[src/hw/rtl/fsd_pkg.sv]
// Shared widths, reset values and the stage control type of the error-diffusion dither.
// Used by the channel interfaces, the diffusion datapath and the top level.
`timescale 1ns / 1ps

package fsd_pkg;

    localparam int PIX_W         = 8;
    localparam int CFG_W         = 11;
    localparam int ERR_W         = 8;
    localparam int CARRY_W       = 7;
    localparam int MAX_WIDTH_DEF = 1024;
    localparam int WIDTH_RESET   = 400;

    typedef struct packed {
        logic first_row;
        logic at_left;
        logic has_right;
    } fsd_ctl_t;

endpackage

[src/hw/rtl/fsd_diffuse.sv]
// Diffusion datapath: adds the weighted neighbor errors with clamping and thresholds.
// Depends on fsd_pkg for the widths and the control struct.
`timescale 1ns / 1ps

module fsd_diffuse import fsd_pkg::*;
(
    input  logic [PIX_W-1:0]          pixel_value,
    input  fsd_ctl_t                  ctl,
    input  logic signed [ERR_W-1:0]   above_left,
    input  logic signed [ERR_W-1:0]   above,
    input  logic signed [ERR_W-1:0]   above_right,
    input  logic signed [CARRY_W-1:0] left_carry,
    output logic                      out_bit,
    output logic signed [ERR_W-1:0]   err,
    output logic signed [CARRY_W-1:0] carry_out
);

    localparam int PROD_W = ERR_W + 3;
    localparam int SUM_W  = PIX_W + 2;

    // Signed division by 16 that truncates toward zero.
    function automatic logic signed [CARRY_W-1:0] div16(input logic signed [PROD_W-1:0] p);
        logic signed [PROD_W-1:0] q;
        q = (p + (p < 0 ? PROD_W'(signed'(15)) : PROD_W'(signed'(0)))) >>> 4;
        return CARRY_W'(q);
    endfunction

    function automatic logic [PIX_W-1:0] sat_add(input logic [PIX_W-1:0] v,
                                                 input logic signed [CARRY_W-1:0] t);
        logic signed [SUM_W-1:0] s;
        s = $signed({2'b00, v}) + SUM_W'(t);
        if (s < 0)
            return '0;
        else if (s > SUM_W'(signed'(255)))
            return '1;
        else
            return PIX_W'(s);
    endfunction

    logic signed [CARRY_W-1:0] t_above_left;
    logic signed [CARRY_W-1:0] t_above;
    logic signed [CARRY_W-1:0] t_above_right;
    logic [PIX_W-1:0]          v1;
    logic [PIX_W-1:0]          v2;
    logic [PIX_W-1:0]          v3;
    logic [PIX_W-1:0]          v4;
    logic signed [PIX_W:0]     v_ext;

    assign t_above_left  = div16(PROD_W'(above_left));
    assign t_above       = div16(PROD_W'(above) * PROD_W'(signed'(5)));
    assign t_above_right = div16(PROD_W'(above_right) * PROD_W'(signed'(3)));

    assign v1 = (!ctl.first_row && !ctl.at_left) ? sat_add(pixel_value, t_above_left)
                                                 : pixel_value;
    assign v2 = !ctl.first_row ? sat_add(v1, t_above) : v1;
    assign v3 = (!ctl.first_row && ctl.has_right) ? sat_add(v2, t_above_right) : v2;
    assign v4 = !ctl.at_left ? sat_add(v3, left_carry) : v3;

    assign v_ext   = $signed({1'b0, v4});
    assign out_bit = v4[PIX_W-1];
    assign err     = v4[PIX_W-1] ? ERR_W'(v_ext - (PIX_W+1)'(signed'(255))) : ERR_W'(v_ext);
    assign carry_out = div16(PROD_W'(err) * PROD_W'(signed'(7)));

endmodule

[config.mk]
export PLATFORM = sky130hd
export DESIGN_NAME = fsd_diffuse
export DESIGN_NICKNAME = d
export VERILOG_FILES = /design/src/hw/rtl/fsd_pkg.sv /design/src/hw/rtl/fsd_diffuse.sv
export SDC_FILE = /design/constraint.sdc
export NUM_CORES = 1
export LEC_CHECK = 0
export BUFFER_PORTS_ARGS = -buffer_cell sky130_fd_sc_hd__buf_2
export CORE_ASPECT_RATIO = 1.1
export CORE_MARGIN = 2
export CORE_UTILIZATION = 50
export DETAILED_ROUTE_END_ITERATION = 10
export PLACE_DENSITY = 0.8
export SLEW_MARGIN = 20
export SYNTH_ARGS = -nofsm -noshare
export SYNTH_HDL_FRONTEND = slang
export SYNTH_SLANG_ARGS = --single-unit
[constraint.sdc]
create_clock -name vclk -period 27.7
set_input_delay 6.925 -clock vclk [all_inputs]
set_output_delay 6.925 -clock vclk [all_outputs]
set_load 0.01 [all_outputs]
==> results.json <==
{
  "ys_warn_count": 0,
  "power_density_nw_per_um2": 107,
  "crit_top_cell": "buf_4",
  "grt_pass1_vias": 5192,
  "synth_area_leaders": "ha_1 (23%), xnor2_1 (7.7%), inv_1 (5.6%), a21oi_1 (4.9%), fa_1 (4.8%)",
  "p_int_w": 0.000332,
  "vias_per_cell": 6.14,
  "final_util_pct": 70.0,
  "path_max_fanout": 7,
  "switching_share_pct": 54.8,
  "slew_viol_final": 0,
  "routed_wirelength_um": 16000,
  "fill_cells": 717,
  "path_buf_inv": 11,
  "finalHoldViolCount": 0,
  "cp.required_ns": 20.77,
  "setup_ws_ns": 0.0631,
  "vias": 5735,
  "outcome": "complete, no violations",
  "seqPwrFrac_pct": 0,
  "path_class": "input port to primary output",
  "layout_common_cells": "buf_4 (80), ha_1 (73), inv_1 (69)",
  "max_stage_delay_ns": 0.50,
  "area_growth_pct": 37.4,
  "initial_core_util_pct": 51.0,
  "ant_nets": 0,
  "drive_gt1_share_pct": 37.0,
  "gp_congestion": 0.978,
  "dieArea_um2": 10800,
  "setup_viol": 0,
  "die_x_um": 99.3,
  "core_um2": 9790,
  "tightestPinTransition_ns": 0.796,
  "finalNetCount": 960,
  "syn_area_per_cell_um2": 7.32,
  "drtPass1Iterations": 5,
  "grt_max_degree": 26,
  "p_clk_share_pct": 0,
  "combPwrFrac_pct": 100.0,
  "regArea_um2": 0,
  "end_kind": "primary output",
  "pre_cts_ws_ns": -0.498,
  "synth_area_um2": 4990,
  "nFlopsAndLatches": 0,
  "fmax_ghz": 0.0362,
  "post_drt_wl_per_cell_um": 17.2,
  "dpl.hpwl_um": 11400,
  "vdd_drop_max_mv": 0.133,
  "yosysUniqueCellTypes": 86,
  "synth_top_cell_by_area": "ha_1",
  "start_kind": "input port",
  "io_pins": 58,
  "p_sw_w": 0.000403,
  "drt_iter0_markers": 343,
  "die_h_um": 109,
  "grt_pass1_wl_um": 22600,
  "overflow": 0,
  "static-leakage-power_nw": 3.16,
  "rows": 38,
  "min_period_ns": 27.64,
  "synthesis.instances": 682,
  "grt_util_all_layers_pct": 24.2,
  "io_buffers": 58,
  "finalCritPeriodShare_pct": 99.8,
  "cp_top_family": "compound AO/OA/AOI/OAI gates",
  "antenna_found_initial": 0,
  "antennaDiodeCount": 0,
  "drc": 0,
  "whs_ns": 14.61,
  "arrival_ns": 20.71,
  "synth_top_cell_area_share_pct": 22.6,
  "postCtsHoldBufs": 0,
  "relSlewSlack_pct": 46.9,
  "yosysSeqAreaShare_pct": 0,
  "multiInputGateArea_um2": 5460,
  "maxCapViolCount": 0,
  "slowest_stage": "fa_1",
  "nClkBuffers": 0,
  "layout_commonest_cell": "buf_4",
  "syn_nets": 826,
  "min_path_type": "input port to primary output"
}
## path summary, 6_finish.rpt
kind	startpoint	endpoint	slack (ns)	cells past startpoint
worst max-delay path	above_left[7]	carry_out[3]	0.06	74
worst min-delay path	pixel_value[7]	out_bit	14.61	6
## cell usage after synthesis (all sizes together), types with 9 or more instances
| library cell | n |
|---|---|
| ha | 90 |
| inv | 78 |
| a21oi | 50 |
| nor2 | 50 |
| xnor2 | 44 |
| o21ai | 41 |
| nand2 | 39 |
| xor2 | 24 |
| nand3 | 19 |
| a21o | 18 |
| nand2b | 13 |
| fa | 12 |
| nor3 | 12 |
| o21a | 11 |
| a211o | 10 |
| and2 | 10 |
| a211oi | 9 |
| nor4 | 9 |
| o211ai | 9 |
| or2 | 9 |
## timing repair
action / CTS / global route
buffers inserted: 2 / 42
pin swaps: 9 / 91
gates resized for setup: 23 / 151
setup endpoints to repair: 7 / 7
## area by class of cell
| class | instances | share of cell area [%] |
|---|---|---|
| Timing Repair Buffer | 142 | 13.7 |
| Inverter | 78 | 4.42 |
| Tap cell | 120 | 2.19 |
| Multi-Input combinational cell | 594 | 79.7 |
## stage by stage
stage | instances | cell area (µm²) | power [W] | setup TNS, ns
2_1_floorplan | 682 | 5000 | 0.000390 | 0
3_3_place_gp | 890 | 5700 | 0.000513 | 0
3_5_place_dp | 890 | 5700 | 0.000533 | -3.07
4_1_cts | 892 | 5810 | 0.000556 | 0
5_1_grt | 934 | 6860 | 0.000796 | -3.42
6_report | 934 | 6860 | 0.000736 | 0
## power groups by stage
stage / clock network [W] / logic, W / registers, W
floorplan: 0 / 0.000390 / 0
global placement: 0 / 0.000513 / 0
detailed placement: 0 / 0.000533 / 0
CTS: 0 / 0.000556 / 0
global route: 0 / 0.000796 / 0
finish: 0 / 0.000736 / 0
## kinds of logic (layout without fill, tap and decap cells)
| logic type | after synthesis | count (layout) | synth area share [%] |
|---|---|---|---|
| xor gates and xnor gates | 68 | 68 | 11.9 |
| and+or+nand+nor | 200 | 200 | 20.8 |
| AOI/OAI and AO/OA | 215 | 215 | 31.1 |
| buffers and inverters | 88 | 220 | 6.84 |
| adders and majority gates | 102 | 102 | 27.4 |
| muxes | 9 | 9 | 1.93 |
## layer usage
| layer | vias to the layer above | global-route usage [%] | wire [µm] |
|---|---|---|---|
| li1 | 2775 | - | - |
| met1 | 2719 | 29.9 | 6500 |
| met2 | 199 | 47.5 | 8450 |
| met3 | 42 | 0.641 | 702 |
| met4 | 0 | 3.62 | 382 |
| met5 | - | 0 | 0 |
Power figures use the tool's default switching activity.
